## config.mk

```make
export PLATFORM = sky130hd
export DESIGN_NAME = literal_token_classifier_unit_flat
export DESIGN_NICKNAME = d
export VERILOG_FILES = /design/src/ltc_pkg.sv /design/src/ltc_if.sv /design/src/ltc_front.sv /design/src/ltc_fifo.sv /design/src/ltc_back.sv /design/src/literal_token_classifier_unit.sv /design/src/flat_wrapper.sv
export SDC_FILE = /design/constraint.sdc
export NUM_CORES = 1
export LEC_CHECK = 0
export ABC_CLOCK_PERIOD_IN_PS = 5400
export BUFFER_PORTS_ARGS = -buffer_cell sky130_fd_sc_hd__buf_2
export CORE_MARGIN = 5
export CORE_UTILIZATION = 45
export DETAILED_ROUTE_END_ITERATION = 7
export PLACE_DENSITY_LB_ADDON = 0.05
export SYNTH_ARGS = -nofsm -noshare
export SYNTH_HDL_FRONTEND = slang
export SYNTH_SLANG_ARGS = --single-unit
```

## constraint.sdc

```tcl
create_clock -name clk -period 5.4 [get_ports clk]
set_clock_uncertainty 0.05 [all_clocks]
set_input_delay 0.81 -clock clk [delete_from_list [all_inputs] [get_ports clk]]
set_output_delay 0.81 -clock clk [all_outputs]
set_load 0.1 [all_outputs]
```

## src/ltc_pkg.sv

```systemverilog
`default_nettype none
package ltc_pkg;

	// Default sizing
	localparam int MAX_TOKEN_LEN_DEF = 256;
	localparam int VALUE_WIDTH_DEF   = 64;
	localparam int FIFO_DEPTH        = 2;

	// Field widths
	localparam int KIND_W = 3;
	localparam int LEN_W  = 9;
	localparam int LEN_CAP_MAX = 511;

	// Token kinds
	localparam logic [KIND_W-1:0] KIND_HEX = 3'd0;
	localparam logic [KIND_W-1:0] KIND_BIN = 3'd1;
	localparam logic [KIND_W-1:0] KIND_DEC = 3'd2;
	localparam logic [KIND_W-1:0] KIND_CHR = 3'd3;
	localparam logic [KIND_W-1:0] KIND_BUF = 3'd4;
	localparam logic [KIND_W-1:0] KIND_STR = 3'd5;

	// Character codes
	localparam logic [7:0] CH_ZERO   = 8'h30;
	localparam logic [7:0] CH_ONE    = 8'h31;
	localparam logic [7:0] CH_NINE   = 8'h39;
	localparam logic [7:0] CH_LO_X   = 8'h78;
	localparam logic [7:0] CH_UP_X   = 8'h58;
	localparam logic [7:0] CH_LO_B   = 8'h62;
	localparam logic [7:0] CH_UP_B   = 8'h42;
	localparam logic [7:0] CH_LO_A   = 8'h61;
	localparam logic [7:0] CH_LO_F   = 8'h66;
	localparam logic [7:0] CH_UP_A   = 8'h41;
	localparam logic [7:0] CH_UP_F   = 8'h46;
	localparam logic [7:0] CH_LO_N   = 8'h6E;
	localparam logic [7:0] CH_LO_T   = 8'h74;
	localparam logic [7:0] CH_LO_R   = 8'h72;
	localparam logic [7:0] CH_BSLASH = 8'h5C;
	localparam logic [7:0] CH_SQUOTE = 8'h27;
	localparam logic [7:0] CH_DQUOTE = 8'h22;

	// Per-token descriptor handed from front to back, numeric value kept aside
	typedef struct packed {
		logic [KIND_W-1:0] kind;
		logic              esc;
		logic [7:0]        code;
		logic [LEN_W-1:0]  blen;
	} ltc_tag_t;

	// Hex digit: {valid, value}
	function automatic logic [4:0] hex_digit(input logic [7:0] c);
		logic [4:0] r;
		r = 5'd0;
		if (c >= CH_ZERO && c <= CH_NINE) begin
			r = {1'b1, c[3:0]};
		end else if ((c >= CH_LO_A && c <= CH_LO_F) || (c >= CH_UP_A && c <= CH_UP_F)) begin
			r = {1'b1, c[3:0] + 4'd9};
		end
		return r;
	endfunction

	// Escape code: {valid, decoded byte}
	function automatic logic [8:0] esc_decode(input logic [7:0] c);
		logic [8:0] r;
		unique case (c)
			CH_LO_N:   r = {1'b1, 8'd10};
			CH_LO_T:   r = {1'b1, 8'd9};
			CH_LO_R:   r = {1'b1, 8'd13};
			CH_LO_B:   r = {1'b1, 8'd8};
			CH_ZERO:   r = {1'b1, 8'd0};
			CH_BSLASH: r = {1'b1, CH_BSLASH};
			CH_SQUOTE: r = {1'b1, CH_SQUOTE};
			default:   r = 9'd0;
		endcase
		return r;
	endfunction

endpackage
`default_nettype wire

```

## src/ltc_if.sv

```systemverilog
`default_nettype none
interface ltc_in_if;
	logic       valid;
	logic       ready;
	logic [7:0] char_in;
	logic       last_char;

	modport source (output valid, output char_in, output last_char, input ready);
	modport sink   (input valid, input char_in, input last_char, output ready);
endinterface

interface ltc_out_if #(
	parameter int VALUE_WIDTH = ltc_pkg::VALUE_WIDTH_DEF
);
	logic                        valid;
	logic                        ready;
	logic [ltc_pkg::KIND_W-1:0]  token_kind;
	logic [VALUE_WIDTH-1:0]      token_value;
	logic [ltc_pkg::LEN_W-1:0]   decoded_length;

	modport source (output valid, output token_kind, output token_value,
		output decoded_length, input ready);
	modport sink   (input valid, input token_kind, input token_value,
		input decoded_length, output ready);
endinterface
`default_nettype wire

```

## src/ltc_front.sv

```systemverilog
`default_nettype none
module ltc_front #(
	parameter int MAX_TOKEN_LEN = ltc_pkg::MAX_TOKEN_LEN_DEF,
	parameter int VALUE_WIDTH   = ltc_pkg::VALUE_WIDTH_DEF
) (
	input  wire logic                   clk,
	input  wire logic                   arst_n,
	ltc_in_if.sink                      chars,
	output logic                        push_valid,
	input  wire logic                   push_ready,
	output ltc_pkg::ltc_tag_t           push_tag,
	output logic [VALUE_WIDTH-1:0]      push_num
);
	import ltc_pkg::*;

	localparam int PW = $clog2(MAX_TOKEN_LEN + 1);
	localparam logic [PW-1:0] MaxLen = PW'(MAX_TOKEN_LEN);
	localparam int CapInt = (MAX_TOKEN_LEN < LEN_CAP_MAX) ? MAX_TOKEN_LEN : LEN_CAP_MAX;
	localparam logic [LEN_W-1:0] LenCap = LEN_W'(CapInt);
	localparam int VW = VALUE_WIDTH;

	logic [PW-1:0]    pos_q;
	logic             hex_ok_q, bin_ok_q, dec_ok_q, buf_ok_q, esc_q;
	logic [7:0]       e0_q, e1_q, e2_q;
	logic [VW-1:0]    hex_q, bin_q, dec_q;
	logic [LEN_W-1:0] bcnt_q;

	logic             take, last;
	logic [7:0]       c;
	logic             p0, p1, p2, is_digit;
	logic [4:0]       hd;
	logic [8:0]       ed_c, ed_e2;
	logic [PW-1:0]    pos_n, len_n;
	logic             hex_ok_n, bin_ok_n, dec_ok_n, buf_ok_n, esc_n;
	logic [7:0]       e0_n, e1_n, e2_n;
	logic [VW-1:0]    hex_n, bin_n, dec_n;
	logic [VW+3:0]    dec_wide;
	logic [LEN_W-1:0] bcnt_n;
	logic             chr_hit;

	assign take  = chars.valid && chars.ready;
	assign last  = chars.last_char;
	assign c     = chars.char_in;
	assign chars.ready = push_ready;

	assign p0 = (pos_q == PW'(0));
	assign p1 = (pos_q == PW'(1));
	assign p2 = (pos_q == PW'(2));
	assign is_digit = (c >= CH_ZERO) && (c <= CH_NINE);
	assign hd = hex_digit(c);
	assign ed_c = esc_decode(c);

	// Advance position, saturating at the token length limit
	assign pos_n = (pos_q == MaxLen) ? pos_q : pos_q + PW'(1);
	assign len_n = pos_n;

	// Capture the first three characters
	assign e0_n = p0 ? c : e0_q;
	assign e1_n = p1 ? c : e1_q;
	assign e2_n = p2 ? c : e2_q;
	assign ed_e2 = esc_decode(e2_n);

	// Hex candidate and accumulator
	always_comb begin
		hex_ok_n = hex_ok_q;
		hex_n    = hex_q;
		if (p0) begin
			if (c != CH_ZERO) hex_ok_n = 1'b0;
		end else if (p1) begin
			if (c != CH_LO_X && c != CH_UP_X) hex_ok_n = 1'b0;
		end else if (!hd[4]) begin
			hex_ok_n = 1'b0;
		end else if (|hex_q[VW-1:VW-4]) begin
			hex_n = '1;
		end else begin
			hex_n = {hex_q[VW-5:0], hd[3:0]};
		end
	end

	// Binary candidate and accumulator
	always_comb begin
		bin_ok_n = bin_ok_q;
		bin_n    = bin_q;
		if (p0) begin
			if (c != CH_ZERO) bin_ok_n = 1'b0;
		end else if (p1) begin
			if (c != CH_LO_B && c != CH_UP_B) bin_ok_n = 1'b0;
		end else if (c != CH_ZERO && c != CH_ONE) begin
			bin_ok_n = 1'b0;
		end else if (bin_q[VW-1]) begin
			bin_n = '1;
		end else begin
			bin_n = {bin_q[VW-2:0], c[0]};
		end
	end

	// Decimal candidate: value*10 + digit, saturate when it leaves the range
	assign dec_wide = ({4'd0, dec_q} << 3) + ({4'd0, dec_q} << 1) + (VW+4)'(c[3:0]);
	always_comb begin
		dec_ok_n = dec_ok_q && is_digit;
		dec_n    = dec_q;
		if (is_digit) begin
			dec_n = (|dec_wide[VW+3:VW]) ? '1 : dec_wide[VW-1:0];
		end
	end

	// Quoted buffer: count decoded bytes, track escapes
	always_comb begin
		buf_ok_n = buf_ok_q;
		esc_n    = esc_q;
		bcnt_n   = bcnt_q;
		if (p0) begin
			if (c != CH_DQUOTE) buf_ok_n = 1'b0;
		end else if (!last) begin
			if (esc_q) begin
				esc_n = 1'b0;
				if (!ed_c[8]) buf_ok_n = 1'b0;
				else if (bcnt_q < LenCap) bcnt_n = bcnt_q + LEN_W'(1);
			end else if (c == CH_BSLASH) begin
				esc_n = 1'b1;
			end else if (bcnt_q < LenCap) begin
				bcnt_n = bcnt_q + LEN_W'(1);
			end
		end
	end

	// Character literal shape
	assign chr_hit = (e0_n == CH_SQUOTE) && (len_n >= PW'(3)) && (c == CH_SQUOTE) &&
		(((e1_n == CH_BSLASH) && (len_n == PW'(4)) && ed_e2[8]) ||
		 ((e1_n != CH_BSLASH) && (len_n == PW'(3))));

	// Classify on the last character, by priority
	always_comb begin
		push_tag.esc  = (e1_n == CH_BSLASH);
		push_tag.code = (e1_n == CH_BSLASH) ? e2_n : e1_n;
		push_tag.blen = bcnt_q;
		push_num      = '0;
		priority if (hex_ok_n && len_n >= PW'(2)) begin
			push_tag.kind = KIND_HEX;
			push_num      = hex_n;
		end else if (bin_ok_n && len_n >= PW'(2)) begin
			push_tag.kind = KIND_BIN;
			push_num      = bin_n;
		end else if (dec_ok_n) begin
			push_tag.kind = KIND_DEC;
			push_num      = dec_n;
		end else if (chr_hit) begin
			push_tag.kind = KIND_CHR;
		end else if (buf_ok_n && len_n >= PW'(3) && c == CH_DQUOTE && !esc_q) begin
			push_tag.kind = KIND_BUF;
		end else begin
			push_tag.kind = KIND_STR;
		end
	end

	assign push_valid = chars.valid && last;

	// Hold token state; drop back to the start after the last beat
	always_ff @(posedge clk or negedge arst_n) begin
		if (!arst_n) begin
			pos_q    <= '0;
			hex_ok_q <= 1'b1;
			bin_ok_q <= 1'b1;
			dec_ok_q <= 1'b1;
			buf_ok_q <= 1'b1;
			esc_q    <= 1'b0;
			e0_q     <= '0;
			e1_q     <= '0;
			e2_q     <= '0;
			hex_q    <= '0;
			bin_q    <= '0;
			dec_q    <= '0;
			bcnt_q   <= '0;
		end else if (take) begin
			if (last) begin
				pos_q    <= '0;
				hex_ok_q <= 1'b1;
				bin_ok_q <= 1'b1;
				dec_ok_q <= 1'b1;
				buf_ok_q <= 1'b1;
				esc_q    <= 1'b0;
				e0_q     <= '0;
				e1_q     <= '0;
				e2_q     <= '0;
				hex_q    <= '0;
				bin_q    <= '0;
				dec_q    <= '0;
				bcnt_q   <= '0;
			end else begin
				pos_q    <= pos_n;
				hex_ok_q <= hex_ok_n;
				bin_ok_q <= bin_ok_n;
				dec_ok_q <= dec_ok_n;
				buf_ok_q <= buf_ok_n;
				esc_q    <= esc_n;
				e0_q     <= e0_n;
				e1_q     <= e1_n;
				e2_q     <= e2_n;
				hex_q    <= hex_n;
				bin_q    <= bin_n;
				dec_q    <= dec_n;
				bcnt_q   <= bcnt_n;
			end
		end
	end

endmodule
`default_nettype wire

```

## src/ltc_fifo.sv

```systemverilog
`default_nettype none
module ltc_fifo #(
	parameter int W = 8
) (
	input  wire logic         clk,
	input  wire logic         arst_n,
	input  wire logic         push_valid,
	output logic              push_ready,
	input  wire logic [W-1:0] push_data,
	output logic              pop_valid,
	input  wire logic         pop_ready,
	output logic [W-1:0]      pop_data
);
	import ltc_pkg::*;

	localparam int AW = $clog2(FIFO_DEPTH);
	localparam int CW = $clog2(FIFO_DEPTH + 1);

	logic [W-1:0]  slot_q [FIFO_DEPTH];
	logic [AW-1:0] wr_q, rd_q;
	logic [CW-1:0] cnt_q;
	logic          do_push, do_pop;

	assign push_ready = (cnt_q != CW'(FIFO_DEPTH));
	assign pop_valid  = (cnt_q != CW'(0));
	assign pop_data   = slot_q[rd_q];
	assign do_push    = push_valid && push_ready;
	assign do_pop     = pop_valid && pop_ready;

	// Store beat at write pointer
	always_ff @(posedge clk) begin
		if (do_push) slot_q[wr_q] <= push_data;
	end

	// Advance pointers and fill count
	always_ff @(posedge clk or negedge arst_n) begin
		if (!arst_n) begin
			wr_q  <= '0;
			rd_q  <= '0;
			cnt_q <= '0;
		end else begin
			if (do_push) wr_q <= (wr_q == AW'(FIFO_DEPTH - 1)) ? '0 : wr_q + AW'(1);
			if (do_pop)  rd_q <= (rd_q == AW'(FIFO_DEPTH - 1)) ? '0 : rd_q + AW'(1);
			if (do_push && !do_pop)      cnt_q <= cnt_q + CW'(1);
			else if (do_pop && !do_push) cnt_q <= cnt_q - CW'(1);
		end
	end

endmodule
`default_nettype wire

```

## src/ltc_back.sv

```systemverilog
`default_nettype none
module ltc_back #(
	parameter int VALUE_WIDTH = ltc_pkg::VALUE_WIDTH_DEF
) (
	input  wire logic                    clk,
	input  wire logic                    arst_n,
	input  wire logic                    pop_valid,
	output logic                         pop_ready,
	input  wire ltc_pkg::ltc_tag_t       pop_tag,
	input  wire logic [VALUE_WIDTH-1:0]  pop_num,
	ltc_out_if.source                    tokens
);
	import ltc_pkg::*;

	logic                   valid_q;
	logic [KIND_W-1:0]      kind_q;
	logic [VALUE_WIDTH-1:0] value_q;
	logic [LEN_W-1:0]       dlen_q;
	logic [VALUE_WIDTH-1:0] value_n;
	logic [8:0]             ed;
	logic                   load;

	assign pop_ready = !valid_q || tokens.ready;
	assign load      = pop_valid && pop_ready;
	assign ed        = esc_decode(pop_tag.code);

	// Pick the result value by kind
	always_comb begin
		unique case (pop_tag.kind)
			KIND_HEX, KIND_BIN, KIND_DEC: value_n = pop_num;
			KIND_CHR: value_n = VALUE_WIDTH'(pop_tag.esc ? ed[7:0] : pop_tag.code);
			default:  value_n = '0;
		endcase
	end

	// Hold the result until the sink takes it
	always_ff @(posedge clk or negedge arst_n) begin
		if (!arst_n) begin
			valid_q <= 1'b0;
		end else if (load) begin
			valid_q <= 1'b1;
		end else if (tokens.ready) begin
			valid_q <= 1'b0;
		end
	end

	always_ff @(posedge clk) begin
		if (load) begin
			kind_q  <= pop_tag.kind;
			value_q <= value_n;
			dlen_q  <= (pop_tag.kind == KIND_BUF) ? pop_tag.blen : '0;
		end
	end

	assign tokens.valid          = valid_q;
	assign tokens.token_kind     = kind_q;
	assign tokens.token_value    = value_q;
	assign tokens.decoded_length = dlen_q;

endmodule
`default_nettype wire

```

## src/literal_token_classifier_unit.sv

```systemverilog
`default_nettype none
// Literal token classifier. Feed one token character per beat on chars, with
// last_char set on its final character; one result beat follows on tokens
// giving the kind (hex, binary, decimal, char literal, quoted buffer, plain
// string), the value saturated to all ones, and the decoded buffer length.
// One character is taken every cycle while the queue has room; the front
// stage updates all candidate classifiers on each character, and a two-entry
// queue ahead of the output register lets the sink stall without stopping
// input until it is full. Results pass the queue, then the output register.
// The tokens interface must be built with the same VALUE_WIDTH as this unit.
module literal_token_classifier_unit #(
	parameter int MAX_TOKEN_LEN = ltc_pkg::MAX_TOKEN_LEN_DEF,
	parameter int VALUE_WIDTH   = ltc_pkg::VALUE_WIDTH_DEF
) (
	input  wire logic  clk,
	input  wire logic  arst_n,
	ltc_in_if.sink     chars,
	ltc_out_if.source  tokens
);
	import ltc_pkg::*;

	localparam int TW = $bits(ltc_tag_t);

	logic                   push_valid, push_ready, pop_valid, pop_ready;
	ltc_tag_t               push_tag, pop_tag;
	logic [VALUE_WIDTH-1:0] push_num, pop_num;
	logic [TW+VALUE_WIDTH-1:0] pop_data;

	ltc_front #(
		.MAX_TOKEN_LEN (MAX_TOKEN_LEN),
		.VALUE_WIDTH   (VALUE_WIDTH)
	) u_front (
		.clk        (clk),
		.arst_n     (arst_n),
		.chars      (chars),
		.push_valid (push_valid),
		.push_ready (push_ready),
		.push_tag   (push_tag),
		.push_num   (push_num)
	);

	ltc_fifo #(
		.W (TW + VALUE_WIDTH)
	) u_fifo (
		.clk        (clk),
		.arst_n     (arst_n),
		.push_valid (push_valid),
		.push_ready (push_ready),
		.push_data  ({push_tag, push_num}),
		.pop_valid  (pop_valid),
		.pop_ready  (pop_ready),
		.pop_data   (pop_data)
	);

	assign pop_tag = pop_data[TW+VALUE_WIDTH-1:VALUE_WIDTH];
	assign pop_num = pop_data[VALUE_WIDTH-1:0];

	ltc_back #(
		.VALUE_WIDTH (VALUE_WIDTH)
	) u_back (
		.clk       (clk),
		.arst_n    (arst_n),
		.pop_valid (pop_valid),
		.pop_ready (pop_ready),
		.pop_tag   (pop_tag),
		.pop_num   (pop_num),
		.tokens    (tokens)
	);

endmodule
`default_nettype wire

```

## src/flat_wrapper.sv

```systemverilog
// flat-port wrapper written by rule: the top's interface ports become plain ports
module literal_token_classifier_unit_flat import ltc_pkg::*;
#(
	parameter int MAX_TOKEN_LEN = ltc_pkg::MAX_TOKEN_LEN_DEF,
	parameter int VALUE_WIDTH   = ltc_pkg::VALUE_WIDTH_DEF
)
  (clk, arst_n, chars_valid, chars_char_in, chars_last_char, chars_ready, tokens_valid, tokens_token_kind, tokens_token_value, tokens_decoded_length, tokens_ready);
  ltc_in_if chars_i ();
  ltc_out_if #(.VALUE_WIDTH(VALUE_WIDTH)) tokens_i ();
  input  wire logic clk;
  input  wire logic arst_n;
  input wire logic [$bits(chars_i.valid)-1:0] chars_valid;
  input wire logic [$bits(chars_i.char_in)-1:0] chars_char_in;
  input wire logic [$bits(chars_i.last_char)-1:0] chars_last_char;
  output wire logic [$bits(chars_i.ready)-1:0] chars_ready;
  output wire logic [$bits(tokens_i.valid)-1:0] tokens_valid;
  output wire logic [$bits(tokens_i.token_kind)-1:0] tokens_token_kind;
  output wire logic [$bits(tokens_i.token_value)-1:0] tokens_token_value;
  output wire logic [$bits(tokens_i.decoded_length)-1:0] tokens_decoded_length;
  input wire logic [$bits(tokens_i.ready)-1:0] tokens_ready;
  assign chars_i.valid = chars_valid;
  assign chars_i.char_in = chars_char_in;
  assign chars_i.last_char = chars_last_char;
  assign chars_ready = chars_i.ready;
  assign tokens_valid = tokens_i.valid;
  assign tokens_token_kind = tokens_i.token_kind;
  assign tokens_token_value = tokens_i.token_value;
  assign tokens_decoded_length = tokens_i.decoded_length;
  assign tokens_i.ready = tokens_ready;
  literal_token_classifier_unit #(.MAX_TOKEN_LEN(MAX_TOKEN_LEN), .VALUE_WIDTH(VALUE_WIDTH)) u_core (.clk(clk), .arst_n(arst_n), .chars(chars_i), .tokens(tokens_i));
endmodule
```

# After elaboration in Yosys (flattened, before gate mapping)
# Memory sizes are Yosys's and may differ from the RTL's.
# Index checks and enable logic that the tools add are counted.
# word_totals
ff_bits	320
latch_bits	0
ramBits	170
rom_bits	0
output_inout_bits	78
n_memories	1
# classes
addsub	9
mul	0
div_mod_pow	0
n_lt_le_gt_ge	9
eq_ne	45
shifts	0
mux	74
n_bitwise	0
reduce_logical	41
# memory_table
memory	depth	width	read_ports	rd_clocked_by_memory_dff	write_ports	line_no	rtl
u_core.u_fifo.slot_q	2	85	1	0	1	ltc_fifo.sv:19	logic [W-1:0] slot_q [FIFO_DEPTH];
# ops
cell	count
$mux 64	16
$eq 8x7->1 const B	16
$pmux 64 s2	1
$pmux 9 s7	2
$mux 9	8
$add 67x65->68	1
$add 68x4->68	1
$eq 8x6->1 const B	8
$mux 8	8
$pmux 7 s7	1
$ne 8x7->1 const B	5
$mux 1	30
$logic_and 1x1->1	24
$ne 8x6->1 const B	3
$add 9x1->9 const B	2
$eq 9x2->1 const B	2
$ge 9x2->1 const B	2
$ge 8x7->1 const B	2
$le 8x7->1 const B	2
$mux 3	4
$mux 5	2
$eq 9x1->1 const B	1
$eq 9x3->1 const B	1
$eq 9x9->1 const B	1
other kinds (23)	35

# Depth between registers and ports, before layout
# depth
depth_word	14
ltp_mapped	17

# Hierarchy
# Synthesis repeated with hierarchy kept, for this count alone.
# unflattened
cells_unflattened	2869
hier_area_um2	28803.9
# modules_own_cells
mod	instances	cells_each	area_per_inst_um2	seq_area_each_um2
ltc_front	1	2384	19158.4	5985.7
ltc_fifo	1	283	6532.5	5205.0
ltc_back	1	202	3113.0	2307.2

# Worst setup path after synthesis
# Ideal clock, no wire load.
# synth_timing
kind	register -> register
start	reg u_core.u_fifo.cnt_q[0]
end	mem u_core.u_fifo.slot_q[0][0] in the netlist's numbering, enable pin
setup_time_ps	529
arrival_time_ps	5549
required_time_ps	4821
setup_slack_ps	-728
stages_incl_launch_ff	7
cell_sequence	dfrtp_1 > nand2b_1 > and2_1 > clkbuf_1 > nand2_1 > clkbuf_1 > nor2_1
# synth_between
elab_chain_cells	4
# synth_rtl
element	line_no	rtl
start: declaration	ltc_fifo.sv:21	logic [CW-1:0] cnt_q;
start signal: assignment	ltc_fifo.sv:44	if (do_push && !do_pop) cnt_q <= cnt_q + CW'(1);
start signal: assignment	ltc_fifo.sv:45	else if (do_pop && !do_push) cnt_q <= cnt_q - CW'(1);
$ne 2x2->1	ltc_fifo.sv:24	assign push_ready = (cnt_q != CW'(FIFO_DEPTH));
via chars_ready	flat_wrapper.sv:15	output wire logic [$bits(chars_i.ready)-1:0] chars_ready;
$logic_and 1x1->1	ltc_fifo.sv:27	assign do_push = push_valid && push_ready;
$mux 1	ltc_fifo.sv:32	if (do_push) slot_q[wr_q] <= push_data;
$mux 1 (not written as such)	ltc_fifo.sv:32	
end: declaration	ltc_fifo.sv:19	
# The timed path passes the listed nets, and every way through them passes these cells.

# Worst setup path after layout
# layout_timing
start	reg u_core.u_front.dec_q[0]
end	reg u_core.u_front.dec_q[61]
# layout_between
elab_chain_cells	6
# layout_rtl
element	line_no	rtl
start: declaration	ltc_front.sv:25	logic [VW-1:0] hex_q, bin_q, dec_q;
start signal: assignment	ltc_front.sv:201	dec_q <= dec_n;
$add 67x65->68 *	ltc_front.sv:98	assign dec_wide = ({4'd0, dec_q} << 3) + ({4'd0, dec_q} << 1) + (VW+4)'(c[3:0]);
$add 68x4->68 *	ltc_front.sv:98	
$reduce_or 4->1	ltc_front.sv:103	dec_n = (|dec_wide[VW+3:VW]) ? '1 : dec_wide[VW-1:0];
$mux 64 *	ltc_front.sv:103	
$mux 64 *	ltc_front.sv:102	if (is_digit) begin
$mux 64 *	ltc_front.sv:175	if (last) begin
# Every way passes the cells marked *; elsewhere a longest branch is shown, timed or not.
# A chain may end at the register's enable or synchronous reset.

==> results.sh <==
export IMPL_post_place_cells=3641
export IMPL_portBuffers=90
export IMPL_setup_viol=0
export IMPL_syn_area_um2=27800
export IMPL_p_seq_frac=0.370
export IMPL_syn_to_final_growth_pct=10.7
export IMPL_synthesis_nets=3050
export IMPL_end_kind="register"
export IMPL_clock_power_share=0.271
export IMPL_core_um2=61500
export IMPL_synth_edf_count=246
export IMPL_firstDrtPassIters=7
export IMPL_drtAntennaViolNets=0
export IMPL_syn_area_per_cell_um2=9.59
export IMPL_switchingPower_uw=5780
export IMPL_dp_slack_ns=0.0103
export IMPL_routedWlPerCell_um=22.8
export IMPL_r2r_end="u_core.u_front.dec_q[61]"
export IMPL_numCtsBuffers=54
export IMPL_grt_max_degree=125
export IMPL_cts_sinks=490
export IMPL_combinationalPowerShare=0.358
export IMPL_htreeDepth=2
export IMPL_yosysUniqueCellTypes=90
export IMPL_cts_tree="yes"
export IMPL_boundaryPins=91
export IMPL_ys_flop_type="edfxtp_1"
export IMPL_crit_path_start_kind="register"
export IMPL_post_cts_buffers=0
export IMPL_avgViaCountPerCell=6.01
export IMPL_sw_frac_of_total=0.425
export IMPL_final_setup_tns_ns=0
export IMPL_worstSetupPathType="register to register"
export IMPL_cts_clk_slew_worst_paths_ns=0.06
export IMPL_async_flop_share=0.498
export IMPL_layout_drive_gt1_share=0.0999
export IMPL_die_w_um=259
export IMPL_seq_area_frac_synth=0.486
export IMPL_die_area_um2=66800
export IMPL_grt_util_all_layers=0.251
export IMPL_postCtsHoldBufs=0
export IMPL_max_cap_violations=0
export IMPL_cp_required_ns=5.81
export IMPL_routed_wirelength_mm=85.3
export IMPL_vias=22500
export IMPL_die_height_um=259
export IMPL_hpwlAfterDp_mm=59.5
export IMPL_hold_viol_final=0
export IMPL_slew_viol_final=0
export IMPL_grt_ovfl_total=0
export IMPL_drt_initial_drc_count=1877
export IMPL_layout_nets=3059
export IMPL_antenna_found_initial=0
export IMPL_max_freq_mhz=208
export IMPL_cts_root_buf="clkbuf_16"
export IMPL_grt_pass1_vias=21800
export IMPL_reg2regPathDepth=15
export IMPL_ys_ff_latch=490
export IMPL_cp_arrival_ns=5.23
export IMPL_clockBufferDepth=3
export IMPL_rr_startpoint="u_core.u_front.dec_q[0]"
export IMPL_p_int_uw=7820
export IMPL_p_leak_uw=0.0128
export IMPL_relSlewSlack=0.232
export IMPL_worstHoldPathType="primary input to async pin"
export IMPL_clkLatencyLatePin_ns=0.62
export IMPL_drc=0
export IMPL_r2r_slack_ns=0.58
export IMPL_diodes=0
export IMPL_finalPower_uw=13600
export IMPL_syn_instance_count=2898
export IMPL_grt_pass1_wl_mm=133
export IMPL_start_util=0.452
export IMPL_synth_top_area_cell="edfxtp_1"
export IMPL_gp_congestion=0.947
export IMPL_p_per_area_nw_per_um2=442
export IMPL_yosys_warnings=0
export IMPL_rows=91
export IMPL_final_cells=3742
export IMPL_fin_crit_ns=4.82
export IMPL_synth_top_area_share=0.266
export IMPL_status="completed"
export IMPL_yosys_top_cells_area="edfxtp_1 (27%), dfrtp_1 (22%), ha_1 (6.2%), o21ai_0 (6.2%), a21oi_1 (5.0%)"
export IMPL_ir_worst_vdd_mv=0.354
export IMPL_fin_ws_ns=0.583
export IMPL_fin_crit_sh=0.892
export IMPL_cp_max_fo=55
export IMPL_cts_resized=0
export IMPL_worst_slew_pin_slew_ns=1.15
export IMPL_grt_setup_unrepaired="false"
==> layout by cell type (no fill, tap or decap), types with 17 or more instances in the layout <==
master,count
nand2_1,291
nor3_1,56
a31oi_1,53
inv_1,30
buf_2,89
dfrtp_1,238
clkbuf_16,55
clkinv_2,18
nand3_1,24
a21o_1,73
a2bb2oi_1,36
nand4_1,30
nand2b_1,17
buf_4,54
and2_1,63
ha_1,137
edfxtp_1,246
a21oi_1,278
xnor2_1,36
nor2_1,319
xor2_1,40
mux2i_1,93
o32a_1,17
o21ai_0,341
==> cell usage after synthesis, drive strengths merged (36+ instances only) <==
cell type / n
ha: 137
a21oi: 278
and2: 67
xor2: 40
clkbuf: 148
a31oi: 53
buf: 50
mux2i: 93
edfxtp: 246
dfrtp: 240
a21o: 73
xnor2: 36
nor3: 59
nor2: 323
o21ai: 350
a2bb2oi: 36
nand2: 296
==> registers in the layout, indices dropped and copies added (netlist names), 2 cells and up <==
signal                               cells
u_core.u_back.tokens.decoded_length      9
u_core.u_back.tokens.token_kind          3
u_core.u_back.tokens.token_value        64
u_core.u_fifo.cnt_q                      2
u_core.u_fifo.slot_q                   170
u_core.u_front.bcnt_q                    9
u_core.u_front.bin_q                    64
u_core.u_front.dec_q                    64
u_core.u_front.e0_q                      8
u_core.u_front.e1_q                      8
u_core.u_front.e2_q                      8
u_core.u_front.hex_q                    64
u_core.u_front.pos_q                     9
==> worst max-delay path by stage <==
| stage | from | to | slack, ns |
|---|---|---|---|
| after global routing | u_core.u_front.dec_q[0] | u_core.u_front.dec_q[61] | 0.31 |
| after detailed placement | chars_char_in[3] | u_core.u_front.dec_q[55] | 0.01 |
| after floorplan | u_core.u_fifo.cnt_q[0] | u_core.u_fifo.slot_q[1][0] | 0.70 |
| after CTS | u_core.u_front.dec_q[0] | u_core.u_front.dec_q[61] | 0.55 |
| after global placement | chars_char_in[3] | u_core.u_fifo.slot_q[0][27] | 0.10 |
| final | u_core.u_front.dec_q[0] | u_core.u_front.dec_q[61] | 0.58 |
==> metal layers <==
layer  track usage  vias to the layer above  share of wire
met3        0.0338                      117          0.054
met2         0.400                      679           0.46
met5             0                        -              0
li1              -                    10600              -
met1         0.365                    11100           0.46
met4        0.0634                        0          0.025
==> worst max-delay path: stages (launching register included) <==
cell	delay [ns]
dfrtp_1	0.40
fa_1	0.55
inv_1	0.07
fa_1	0.45
nand2b_1	0.18
a21oi_1	0.27
nor2b_1	0.16
o31a_1	0.38
a21oi_1	0.36
a41oi_1	0.35
o21ai_0	0.26
nand4_1	0.16
buf_12	0.20
nor3_2	0.30
buf_12	0.35
a21oi_1	0.13
==> through the flow <==
stage / area [µm²] / hold WS, ns / util
finish: 30800 / 0.157 / 0.500
global route: 30800 / 0.210 / 0.500
CTS: 30800 / 0.198 / 0.500
detailed placement: 29000 / 0.426 / 0.472
global placement: 29000 / 0.413 / 0.472
floorplan: 27800 / 0.400 / -
==> power by group through the flow <==
| stage | logic, µW | clock network [µW] | registers (µW) |
|---|---|---|---|
| after CTS | 4890 | 3770 | 5040 |
| final | 4870 | 3690 | 5040 |
| after floorplan | 2060 | 0 | 6710 |
| after global routing | 5170 | 3930 | 5100 |
| after detailed placement | 4880 | 0 | 5110 |
| after global placement | 4850 | 0 | 5090 |
==> layout make-up <==
class / instances / area (µm²)
flip-flops and latches: 490 / 13500
multi-input cells: 2178 / 13400
clock inverters: 41 / 333
repair buffers: 151 / 1010
clock buffers: 60 / 1420
well taps: 790 / 988
fillers: 5635 / 30700
inverters: 32 / 121
==> kinds of logic after synthesis <==
logic type | Yosys count | synth area share
muxes | 102 | 0.0371
buffers and inverters | 230 | 0.0344
DFF | 490 | 0.486
xor gates and xnor gates | 76 | 0.0239
adders and majority gates | 139 | 0.0631
AOI/OAI and AO/OA | 961 | 0.208
and+or+nand+nor | 900 | 0.148
Note: power is estimated with default switching activity, not from simulation.
